[config.mk]
export PLATFORM = sky130hd
export DESIGN_NAME = residual_vibration_level_flat
export DESIGN_NICKNAME = d
export VERILOG_FILES = /design/src/rtl/rvl_pkg.sv /design/src/rtl/rvl_if.sv /design/src/rtl/rvl_ctrl.sv /design/src/rtl/rvl_datapath.sv /design/src/rtl/residual_vibration_level.sv /design/src/flat_wrapper.sv
export SDC_FILE = /design/constraint.sdc
export NUM_CORES = 2
export LEC_CHECK = 0
export ABC_AREA = 1
export ABC_CLOCK_PERIOD_IN_PS = 9500
export BUFFER_PORTS_ARGS = -buffer_cell sky130_fd_sc_hd__clkbuf_2
export CAP_MARGIN = 20
export CORE_ASPECT_RATIO = 1.75
export CORE_MARGIN = 2
export CORE_UTILIZATION = 42
export CTS_CLUSTER_SIZE = 14
export DETAILED_ROUTE_END_ITERATION = 16
export SETUP_SLACK_MARGIN = 0.3
export SYNTH_ARGS = -nofsm -noshare
export SYNTH_HDL_FRONTEND = slang
export SYNTH_SLANG_ARGS = --single-unit
[constraint.sdc]
create_clock -name i_clk -period 9.5 [get_ports i_clk]
set_input_delay 0.95 -clock i_clk [delete_from_list [all_inputs] [get_ports i_clk]]
set_output_delay 0.95 -clock i_clk [all_outputs]
set_load 0.02 [all_outputs]
[src/rtl/rvl_pkg.sv]
`timescale 1ns / 1ps
`default_nettype none
// ----------------------------------------------------------------------------
// rvl_pkg
// Shared types and constants of the residual vibration level block.
// ----------------------------------------------------------------------------
package rvl_pkg;

    localparam int RATIO_W    = 20;
    localparam int HALF_W     = 4;
    localparam int LEN_W      = 13;
    localparam int LEVEL_W    = 30;
    localparam int CFG_IDX_W  = 2;
    localparam int CFG_DATA_W = 20;

    localparam logic [CFG_IDX_W-1:0] REG_RATIO = 2'd0;
    localparam logic [CFG_IDX_W-1:0] REG_HALF  = 2'd1;
    localparam logic [CFG_IDX_W-1:0] REG_LEN   = 2'd2;

    localparam logic [RATIO_W-1:0] RATIO_RST = 20'd0;
    localparam logic [HALF_W-1:0]  HALF_RST  = 4'd5;
    localparam logic [LEN_W-1:0]   LEN_RST   = 13'd4096;

    typedef enum logic [1:0] {
        S_ACCUM,
        S_FLUSH,
        S_ROOT,
        S_EMIT
    } t_rvl_state;

    typedef struct packed {
        logic take;
        logic load_root;
        logic step_root;
        logic emit;
    } t_rvl_cmd;

    typedef struct packed {
        logic in_valid;
        logic in_last;
        logic pipe_empty;
        logic root_done;
        logic out_free;
    } t_rvl_sts;

endpackage
`default_nettype wire

[src/rtl/rvl_if.sv]
`timescale 1ns / 1ps
`default_nettype none
// ----------------------------------------------------------------------------
// rvl_if
// Channel interfaces: spectrum bin input, level output, register writes.
// ----------------------------------------------------------------------------
interface rvl_bin_if #(parameter int SAMPLE_BITS = 24) ();
    logic                          valid;
    logic                          ready;
    logic signed [SAMPLE_BITS-1:0] bin_amplitude;

    modport source (output valid, output bin_amplitude, input ready);
    modport sink   (input valid, input bin_amplitude, output ready);
endinterface

interface rvl_level_if import rvl_pkg::*; ();
    logic               valid;
    logic               ready;
    logic [LEVEL_W-1:0] residual_level;

    modport source (output valid, output residual_level, input ready);
    modport sink   (input valid, input residual_level, output ready);
endinterface

interface rvl_cfg_if import rvl_pkg::*; ();
    logic                  valid;
    logic                  ready;
    logic [CFG_IDX_W-1:0]  index;
    logic [CFG_DATA_W-1:0] data;

    modport source (output valid, output index, output data, input ready);
    modport sink   (input valid, input index, input data, output ready);
endinterface
`default_nettype wire

[src/rtl/rvl_ctrl.sv]
`timescale 1ns / 1ps
`default_nettype none
// ----------------------------------------------------------------------------
// rvl_ctrl
// Sequencer: accumulate bins, drain the square pipeline, run the root, emit.
// ----------------------------------------------------------------------------
module rvl_ctrl import rvl_pkg::*; (
    input  wire logic     i_clk,
    input  wire logic     i_rst_n,
    input  wire t_rvl_sts i_sts,
    output t_rvl_cmd      o_cmd
);

    t_rvl_state r_state;
    t_rvl_state n_state;

    always_ff @(posedge i_clk) begin
        if (!i_rst_n) begin
            r_state <= S_ACCUM;
        end else begin
            r_state <= n_state;
        end
    end

    always_comb begin
        n_state = r_state;
        case (r_state)
            S_ACCUM: begin
                if (i_sts.in_valid && i_sts.in_last) begin
                    n_state = S_FLUSH;
                end
            end
            S_FLUSH: begin
                if (i_sts.pipe_empty) begin
                    n_state = S_ROOT;
                end
            end
            S_ROOT: begin
                if (i_sts.root_done) begin
                    n_state = S_EMIT;
                end
            end
            S_EMIT: begin
                if (i_sts.out_free) begin
                    n_state = S_ACCUM;
                end
            end
            default: n_state = S_ACCUM;
        endcase
    end

    always_comb begin
        o_cmd = '0;
        case (r_state)
            S_ACCUM: o_cmd.take      = 1'b1;
            S_FLUSH: o_cmd.load_root = i_sts.pipe_empty;
            S_ROOT:  o_cmd.step_root = !i_sts.root_done;
            S_EMIT:  o_cmd.emit      = i_sts.out_free;
            default: o_cmd = '0;
        endcase
    end

endmodule
`default_nettype wire

[src/rtl/rvl_datapath.sv]
`timescale 1ns / 1ps
`default_nettype none
// ----------------------------------------------------------------------------
// rvl_datapath
// Registers, harmonic masking, square accumulation, bit-pair square root
// and the output register.
// ----------------------------------------------------------------------------
module rvl_datapath import rvl_pkg::*; #(
    parameter int MAX_BINS    = 4096,
    parameter int SAMPLE_BITS = 24
) (
    input  wire logic                          i_clk,
    input  wire logic                          i_rst_n,
    input  wire logic                          i_cfg_valid,
    input  wire logic [CFG_IDX_W-1:0]          i_cfg_index,
    input  wire logic [CFG_DATA_W-1:0]         i_cfg_data,
    output logic                               o_cfg_ready,
    input  wire logic                          i_bin_valid,
    input  wire logic signed [SAMPLE_BITS-1:0] i_bin_amplitude,
    output logic                               o_bin_ready,
    output logic                               o_level_valid,
    input  wire logic                          i_level_ready,
    output logic [LEVEL_W-1:0]                 o_residual_level,
    input  wire t_rvl_cmd                      i_cmd,
    output t_rvl_sts                           o_sts
);

    localparam int IDX_W   = $clog2(MAX_BINS);
    localparam int CMP_W   = ((IDX_W + 2) > 15) ? (IDX_W + 2) : 15;
    localparam int FULL_W  = 2 * SAMPLE_BITS - 1 + IDX_W;
    localparam int SUM_W   = (FULL_W > 64) ? 64 : FULL_W;
    localparam int RES_W   = (SUM_W + 1) / 2;
    localparam int SQ_W    = 2 * RES_W;
    localparam int N_CTR   = 4;

    logic [RATIO_W-1:0]       r_ratio;
    logic [HALF_W-1:0]        r_half;
    logic [LEN_W-1:0]         r_len;
    logic [IDX_W-1:0]         r_index;
    logic [SAMPLE_BITS-1:0]   r_mag;
    logic                     r_mag_vld;
    logic [2*SAMPLE_BITS-1:0] r_sq;
    logic                     r_sq_vld;
    logic [SUM_W-1:0]         r_sum;
    logic [SUM_W-1:0]         n_sum;
    logic [SQ_W-1:0]          r_x;
    logic [SQ_W-1:0]          r_res;
    logic [SQ_W-1:0]          r_bit;
    logic [LEVEL_W-1:0]       r_level;
    logic                     r_out_vld;

    logic [CMP_W-1:0]       w_len_eff;
    logic [CMP_W-1:0]       w_idx;
    logic [RATIO_W+1:0]     w_ratio3;
    logic [CMP_W-1:0]       w_ctr [N_CTR];
    logic [N_CTR-1:0]       w_near;
    logic                   w_last;
    logic                   w_take;
    logic [SAMPLE_BITS-1:0] w_raw;
    logic [SAMPLE_BITS-1:0] w_mag;
    logic [SUM_W:0]         w_sum_ext;
    logic [SQ_W-1:0]        w_trial;

    assign o_cfg_ready = 1'b1;

    always_ff @(posedge i_clk) begin
        if (!i_rst_n) begin
            r_ratio <= RATIO_RST;
            r_half  <= HALF_RST;
            r_len   <= LEN_RST;
        end else if (i_cfg_valid) begin
            case (i_cfg_index)
                REG_RATIO: r_ratio <= i_cfg_data[RATIO_W-1:0];
                REG_HALF:  r_half  <= i_cfg_data[HALF_W-1:0];
                REG_LEN:   r_len   <= i_cfg_data[LEN_W-1:0];
                default: ;
            endcase
        end
    end

    always_comb begin
        w_len_eff = CMP_W'(r_len);
        if (r_len == '0) begin
            w_len_eff = CMP_W'(1);
        end else if (w_len_eff > CMP_W'(MAX_BINS)) begin
            w_len_eff = CMP_W'(MAX_BINS);
        end
    end

    assign w_idx    = CMP_W'(r_index);
    assign w_ratio3 = (RATIO_W+2)'(r_ratio) + (RATIO_W+2)'({r_ratio, 1'b0});
    assign w_ctr[0] = CMP_W'(r_ratio >> 9);
    assign w_ctr[1] = CMP_W'(r_ratio >> 8);
    assign w_ctr[2] = CMP_W'({r_ratio, 1'b0} >> 8);
    assign w_ctr[3] = CMP_W'(w_ratio3 >> 8);

    for (genvar k = 0; k < N_CTR; k++) begin : g_near
        logic [CMP_W-1:0] w_dist;
        assign w_dist = (w_idx >= w_ctr[k]) ? (w_idx - w_ctr[k]) : (w_ctr[k] - w_idx);
        assign w_near[k] = (w_ctr[k] < w_len_eff) && (w_dist <= CMP_W'(r_half));
    end

    assign w_last = (w_idx + CMP_W'(1)) >= w_len_eff;
    assign w_take = i_cmd.take && i_bin_valid;
    assign w_raw  = i_bin_amplitude;
    assign w_mag  = w_raw[SAMPLE_BITS-1] ? (~w_raw + 1'b1) : w_raw;

    assign o_bin_ready = i_cmd.take;

    always_ff @(posedge i_clk) begin
        if (!i_rst_n) begin
            r_index   <= '0;
            r_mag_vld <= 1'b0;
            r_sq_vld  <= 1'b0;
        end else begin
            if (w_take) begin
                r_index <= w_last ? '0 : r_index + 1'b1;
            end
            r_mag_vld <= w_take;
            r_sq_vld  <= r_mag_vld;
        end
    end

    always_ff @(posedge i_clk) begin
        r_mag <= (|w_near) ? '0 : w_mag;
        r_sq  <= r_mag * r_mag;
    end

    assign w_sum_ext = {1'b0, r_sum} + (SUM_W+1)'(r_sq);

    always_comb begin
        n_sum = r_sum;
        if (i_cmd.load_root) begin
            n_sum = '0;
        end else if (r_sq_vld) begin
            n_sum = w_sum_ext[SUM_W] ? '1 : w_sum_ext[SUM_W-1:0];
        end
    end

    always_ff @(posedge i_clk) begin
        if (!i_rst_n) begin
            r_sum <= '0;
        end else begin
            r_sum <= n_sum;
        end
    end

    assign w_trial = r_res + r_bit;

    always_ff @(posedge i_clk) begin
        if (!i_rst_n) begin
            r_bit <= '0;
        end else if (i_cmd.load_root) begin
            r_bit <= SQ_W'(1) << (SQ_W - 2);
        end else if (i_cmd.step_root) begin
            r_bit <= r_bit >> 2;
        end
    end

    always_ff @(posedge i_clk) begin
        if (i_cmd.load_root) begin
            r_x   <= SQ_W'(r_sum);
            r_res <= '0;
        end else if (i_cmd.step_root) begin
            if (r_x >= w_trial) begin
                r_x   <= r_x - w_trial;
                r_res <= (r_res >> 1) + r_bit;
            end else begin
                r_res <= r_res >> 1;
            end
        end
    end

    always_ff @(posedge i_clk) begin
        if (!i_rst_n) begin
            r_out_vld <= 1'b0;
        end else if (i_cmd.emit) begin
            r_out_vld <= 1'b1;
        end else if (i_level_ready) begin
            r_out_vld <= 1'b0;
        end
    end

    always_ff @(posedge i_clk) begin
        if (i_cmd.emit) begin
            r_level <= LEVEL_W'(r_res);
        end
    end

    assign o_level_valid    = r_out_vld;
    assign o_residual_level = r_level;

    always_comb begin
        o_sts.in_valid   = i_bin_valid;
        o_sts.in_last    = w_last;
        o_sts.pipe_empty = !r_mag_vld && !r_sq_vld;
        o_sts.root_done  = (r_bit == '0);
        o_sts.out_free   = !r_out_vld || i_level_ready;
    end

endmodule
`default_nettype wire

[src/rtl/residual_vibration_level.sv]
`timescale 1ns / 1ps
`default_nettype none
// ----------------------------------------------------------------------------
// residual_vibration_level
// Residual vibration level of one spectrum with the harmonic bins masked.
// ----------------------------------------------------------------------------
// Bins of one spectrum are taken one per clock cycle while the block is
// accumulating. The four harmonic centres (half, one, two and three times
// bin_ratio_q8 in Q8) that lie below the spectrum length mask every bin
// within half_width of them; the squares of the other bins are summed. After
// the last bin the block takes no bins while it drains the magnitude and
// square stages, loads the square root unit, which then resolves one result
// bit per cycle until all RES_W bits are known, sees the root done and loads
// the output register. The result waits in that register while the next
// spectrum streams in; if it is still not taken when the next root is ready,
// the block holds. A register write takes effect from the next bin taken.
// ----------------------------------------------------------------------------
module residual_vibration_level import rvl_pkg::*; #(
    parameter int MAX_BINS    = 4096,
    parameter int SAMPLE_BITS = 24
) (
    input  wire logic   i_clk,
    input  wire logic   i_rst_n,
    rvl_cfg_if.sink     i_cfg,
    rvl_bin_if.sink     i_bin,
    rvl_level_if.source o_level
);

    t_rvl_cmd w_cmd;
    t_rvl_sts w_sts;

    rvl_ctrl u_ctrl (
        .i_clk   (i_clk),
        .i_rst_n (i_rst_n),
        .i_sts   (w_sts),
        .o_cmd   (w_cmd)
    );

    rvl_datapath #(
        .MAX_BINS    (MAX_BINS),
        .SAMPLE_BITS (SAMPLE_BITS)
    ) u_datapath (
        .i_clk            (i_clk),
        .i_rst_n          (i_rst_n),
        .i_cfg_valid      (i_cfg.valid),
        .i_cfg_index      (i_cfg.index),
        .i_cfg_data       (i_cfg.data),
        .o_cfg_ready      (i_cfg.ready),
        .i_bin_valid      (i_bin.valid),
        .i_bin_amplitude  (i_bin.bin_amplitude),
        .o_bin_ready      (i_bin.ready),
        .o_level_valid    (o_level.valid),
        .i_level_ready    (o_level.ready),
        .o_residual_level (o_level.residual_level),
        .i_cmd            (w_cmd),
        .o_sts            (w_sts)
    );

endmodule
`default_nettype wire
[src/flat_wrapper.sv]
// flat-port wrapper written by rule: the top's interface ports become plain ports
module residual_vibration_level_flat import rvl_pkg::*;
#(
    parameter int MAX_BINS    = 4096,
    parameter int SAMPLE_BITS = 24
)
  (i_clk, i_rst_n, i_cfg_valid, i_cfg_index, i_cfg_data, i_cfg_ready, i_bin_valid, i_bin_bin_amplitude, i_bin_ready, o_level_valid, o_level_residual_level, o_level_ready);
  rvl_cfg_if i_cfg_i ();
  rvl_bin_if #(.SAMPLE_BITS(SAMPLE_BITS)) i_bin_i ();
  rvl_level_if o_level_i ();
  input  wire logic i_clk;
  input  wire logic i_rst_n;
  input wire logic [$bits(i_cfg_i.valid)-1:0] i_cfg_valid;
  input wire logic [$bits(i_cfg_i.index)-1:0] i_cfg_index;
  input wire logic [$bits(i_cfg_i.data)-1:0] i_cfg_data;
  output wire logic [$bits(i_cfg_i.ready)-1:0] i_cfg_ready;
  input wire logic [$bits(i_bin_i.valid)-1:0] i_bin_valid;
  input wire logic [$bits(i_bin_i.bin_amplitude)-1:0] i_bin_bin_amplitude;
  output wire logic [$bits(i_bin_i.ready)-1:0] i_bin_ready;
  output wire logic [$bits(o_level_i.valid)-1:0] o_level_valid;
  output wire logic [$bits(o_level_i.residual_level)-1:0] o_level_residual_level;
  input wire logic [$bits(o_level_i.ready)-1:0] o_level_ready;
  assign i_cfg_i.valid = i_cfg_valid;
  assign i_cfg_i.index = i_cfg_index;
  assign i_cfg_i.data = i_cfg_data;
  assign i_cfg_ready = i_cfg_i.ready;
  assign i_bin_i.valid = i_bin_valid;
  assign i_bin_i.bin_amplitude = i_bin_bin_amplitude;
  assign i_bin_ready = i_bin_i.ready;
  assign o_level_valid = o_level_i.valid;
  assign o_level_residual_level = o_level_i.residual_level;
  assign o_level_i.ready = o_level_ready;
  residual_vibration_level #(.MAX_BINS(MAX_BINS), .SAMPLE_BITS(SAMPLE_BITS)) u_core (.i_clk(i_clk), .i_rst_n(i_rst_n), .i_cfg(i_cfg_i), .i_bin(i_bin_i), .o_level(o_level_i));
endmodule
==> impl_metrics.json <==
{
  "port_buffers": 82,
  "cts_setup_buffers": 0,
  "die_h_um": 467,
  "vias": 48500,
  "syn_area_um2": 51300,
  "grt_pass1_vias": 51200,
  "synthArstFlopShare_pct": 0,
  "ios": 84,
  "chipWidth_um": 268,
  "cts_tree": "yes",
  "tns_ns": 0,
  "period_minus_slack_ns": 7.47,
  "synthToLayoutAreaGrowth_pct": 7.01,
  "ys.warnings.count": 0,
  "num_rows": 169,
  "hp-class": "flop to flop",
  "cp_max_fo": 17,
  "wirelength_mm": 185,
  "ys_seq_elements": 364,
  "synth-main-ff-cell": "dfxtp_1",
  "status": "completed",
  "antenna_found_initial": 2,
  "grt.overflow.total": 0,
  "h-tree-depth": 2,
  "placed_cells": 9047,
  "yosysSeqAreaShare_pct": 15.9,
  "crit_required_ns": 10.05,
  "coreArea_um2": 121000,
  "crit_path_top_delay_cell": "dfxtp_1",
  "yosysTopAreaCell": "fa_1",
  "worstPathArrival_ns": 8.02,
  "cts_made_buffers": 44,
  "period_share_pct": 78.7,
  "busiest_layer": "met2",
  "grt_max_degree": 81,
  "grt_pass1_wl_mm": 284,
  "clk_pin_slew_ns": 0.06,
  "post-route-drc-count": 0,
  "crit_top_cell": "fa_1",
  "final_max_slew_viol_count": 0,
  "finish.net_count": 8493,
  "clkLatencyLatePin_ns": 0.66,
  "syn_nets": 8459,
  "crit_path_start_kind": "flop",
  "synth.area.top_cells": "fa_1, ha_1, nand2_1, dfxtp_1, inv_1",
  "dieArea_um2": 125000,
  "synth_cells": 7439,
  "crit_path_end_kind": "flop",
  "dp_hpwl_mm": 152,
  "final-instance-count-excl-fill": 9134,
  "drive_above_1_share_pct": 4.50,
  "cts_resized": 0,
  "finalHoldViolations": 0,
  "ant_nets": 0,
  "cts-root-buf": "clkbuf_16",
  "clock-sinks": 364,
  "fmax_mhz": 134,
  "crit_chain": "buf_4 > nand2_1 > fa_1 > inv_1 > fa_1 > fa_1 > inv_1 > fa_1 > inv_1 > fa_1 > fa_1 > inv_1 > fa_1 > inv_1 > ha_1 > nand2_1 > nor2_1 > nand2_1 > nor4_1 > nand3_1 > nand3_1 > xor2_1",
  "grt_setup_unrepaired": "no",
  "post-route-util_pct": 45.4,
  "worst_pin_slew_ns": 1.18,
  "cts_buffer_depth": 3,
  "routedWlPerCell_um": 20.2,
  "drt_iter0_drc": 2659,
  "grt.total_usage_pct": 29.7,
  "use_met3_pct": 2.84,
  "yosys.area.top_type_share_pct": 16.8,
  "setup_violations": 0,
  "relSlewSlack_pct": 20.7,
  "ctsHoldBuffers": 0,
  "critPathKind": "flop to flop",
  "finalWeightedCongestion": 0.987,
  "first_pass_iters": 6,
  "place_area_um2": 53500,
  "avgSynthCellArea_um2": 6.90,
  "synth_enable_flop_cells": 89,
  "slowest_delay_ns": 0.85,
  "grt_use_met2_pct": 57.5,
  "start_util_pct": 42.4,
  "met1_usage_pct": 28.6,
  "design_area_um2": 54900,
  "drv_cap": 0,
  "synth_cell_types": 72,
  "skew_ns": 0.0413,
  "viasPerCell": 5.31
}
## cells in the final DEF (no fill, tap or decap), types with 44 or more instances in the layout
| cell type | count |
|---|---|
| inv_1 | 1451 |
| o21ai_1 | 48 |
| edfxtp_1 | 89 |
| fa_1 | 431 |
| a21oi_1 | 554 |
| nand2_1 | 1690 |
| xor2_1 | 157 |
| nor2_1 | 724 |
| nand4_1 | 67 |
| nor3_1 | 65 |
| o21ai_0 | 421 |
| clkbuf_2 | 82 |
| xnor2_1 | 108 |
| clkbuf_16 | 44 |
| ha_1 | 538 |
| buf_4 | 46 |
| dfxtp_1 | 274 |
| nand3_1 | 241 |
## stage by stage
step	hold slack, ns	setup WS, ns
2_1_floorplan	0.397	3.16
3_5_place_dp	0.428	1.96
5_1_grt	0.483	1.70
3_3_place_gp	0.421	1.93
4_1_cts	0.434	1.92
6_report	0.432	2.03
## synth_stat cells, drive strengths merged, types with 39 or more instances
master,number
nand2,1708
inv,1465
nor2,755
a21oi,559
ha,538
o21ai,474
fa,431
dfxtp,275
nand3,251
xor2,157
xnor2,108
clkbuf,107
edfxtp,89
nor3,69
nand4,68
a31oi,41
nor4,40
or2,39
## path summary, 6_finish.rpt
path,startpoint,end,slack [ns],depth (start not counted)
max,u_core.u_datapath.r_mag[5]$_SDFF_PP0_,u_core.u_datapath.r_sq[42]$_DFF_P_,2.03,22
min reg2reg,u_core.u_datapath.r_mag_vld$_SDFF_PN0_,u_core.u_datapath.r_sq_vld$_SDFF_PN0_,0.43,2
min,u_core.u_datapath.r_mag_vld$_SDFF_PN0_,u_core.u_datapath.r_sq_vld$_SDFF_PN0_,0.43,2
max reg2reg,u_core.u_datapath.r_mag[5]$_SDFF_PP0_,u_core.u_datapath.r_sq[42]$_DFF_P_,2.03,22
## flip-flops by register name, summed over array words and instances, names as in the netlist
name and flops:
u_core.u_datapath.r_x 60, u_core.u_datapath.r_ratio 20, u_core.u_datapath.r_res 60, u_core.u_datapath.r_half 4
u_core.u_datapath.o_residual_level 30, u_core.u_datapath.r_mag_vld 1, u_core.u_datapath.r_mag 24, u_core.u_datapath.r_bit 30
u_core.u_datapath.r_sq 47, u_core.u_datapath.r_index 12, u_core.u_datapath.o_level_valid 1, u_core.u_ctrl.r_state 2
u_core.u_datapath.r_sum 59, u_core.u_datapath.r_sq_vld 1, u_core.u_datapath.r_len 13
## area by class of cell
| class | instances | area, µm² |
|---|---|---|
| Timing Repair Buffer | 133 | 806 |
| Tap cell | 1624 | 2030 |
| Inverter | 1466 | 5510 |
| Clock buffer | 48 | 1130 |
| Clock inverter | 34 | 265 |
| Sequential cell | 364 | 8180 |
| Antenna cell | 1 | 2.50 |
| Fill cell | 12800 | 66200 |
| Multi-Input combinational cell | 5464 | 37000 |
## critical path, delay by kind of cell, from the launching register on
| kind | cells | cell delay, ns |
|---|---|---|
| xor gates and xnor gates | 1 | 0.18 |
| adders and majority gates | 8 | 3.92 |
| buffers and inverters | 6 | 0.63 |
| DFF | 1 | 0.85 |
| and+or+nand+nor | 7 | 1.79 |
## metal layers
layer  up-vias  part of all wire (%)
li1      23600                     -
met1     23100                    34
met2      1315                    53
met3       599                   3.6
met4         0                   8.7
met5         -                     0
## cells by family (layout without fill, tap and decap cells)
logic type	Yosys count	count (layout)	share of synthesized area [%]
compound gates	1257	1257	13.4
xor+xnor	265	265	4.52
fa+ha+maj	969	969	29.9
buf+inv	1611	1681	12.0
flops	364	364	15.9
mux	7	7	0.149
other cells	1	2	0.00730
simple gates	2965	2965	24.1
Power is not shown: default switching activity piles up to over one toggle a cycle in this logic, so the estimate is an artifact.
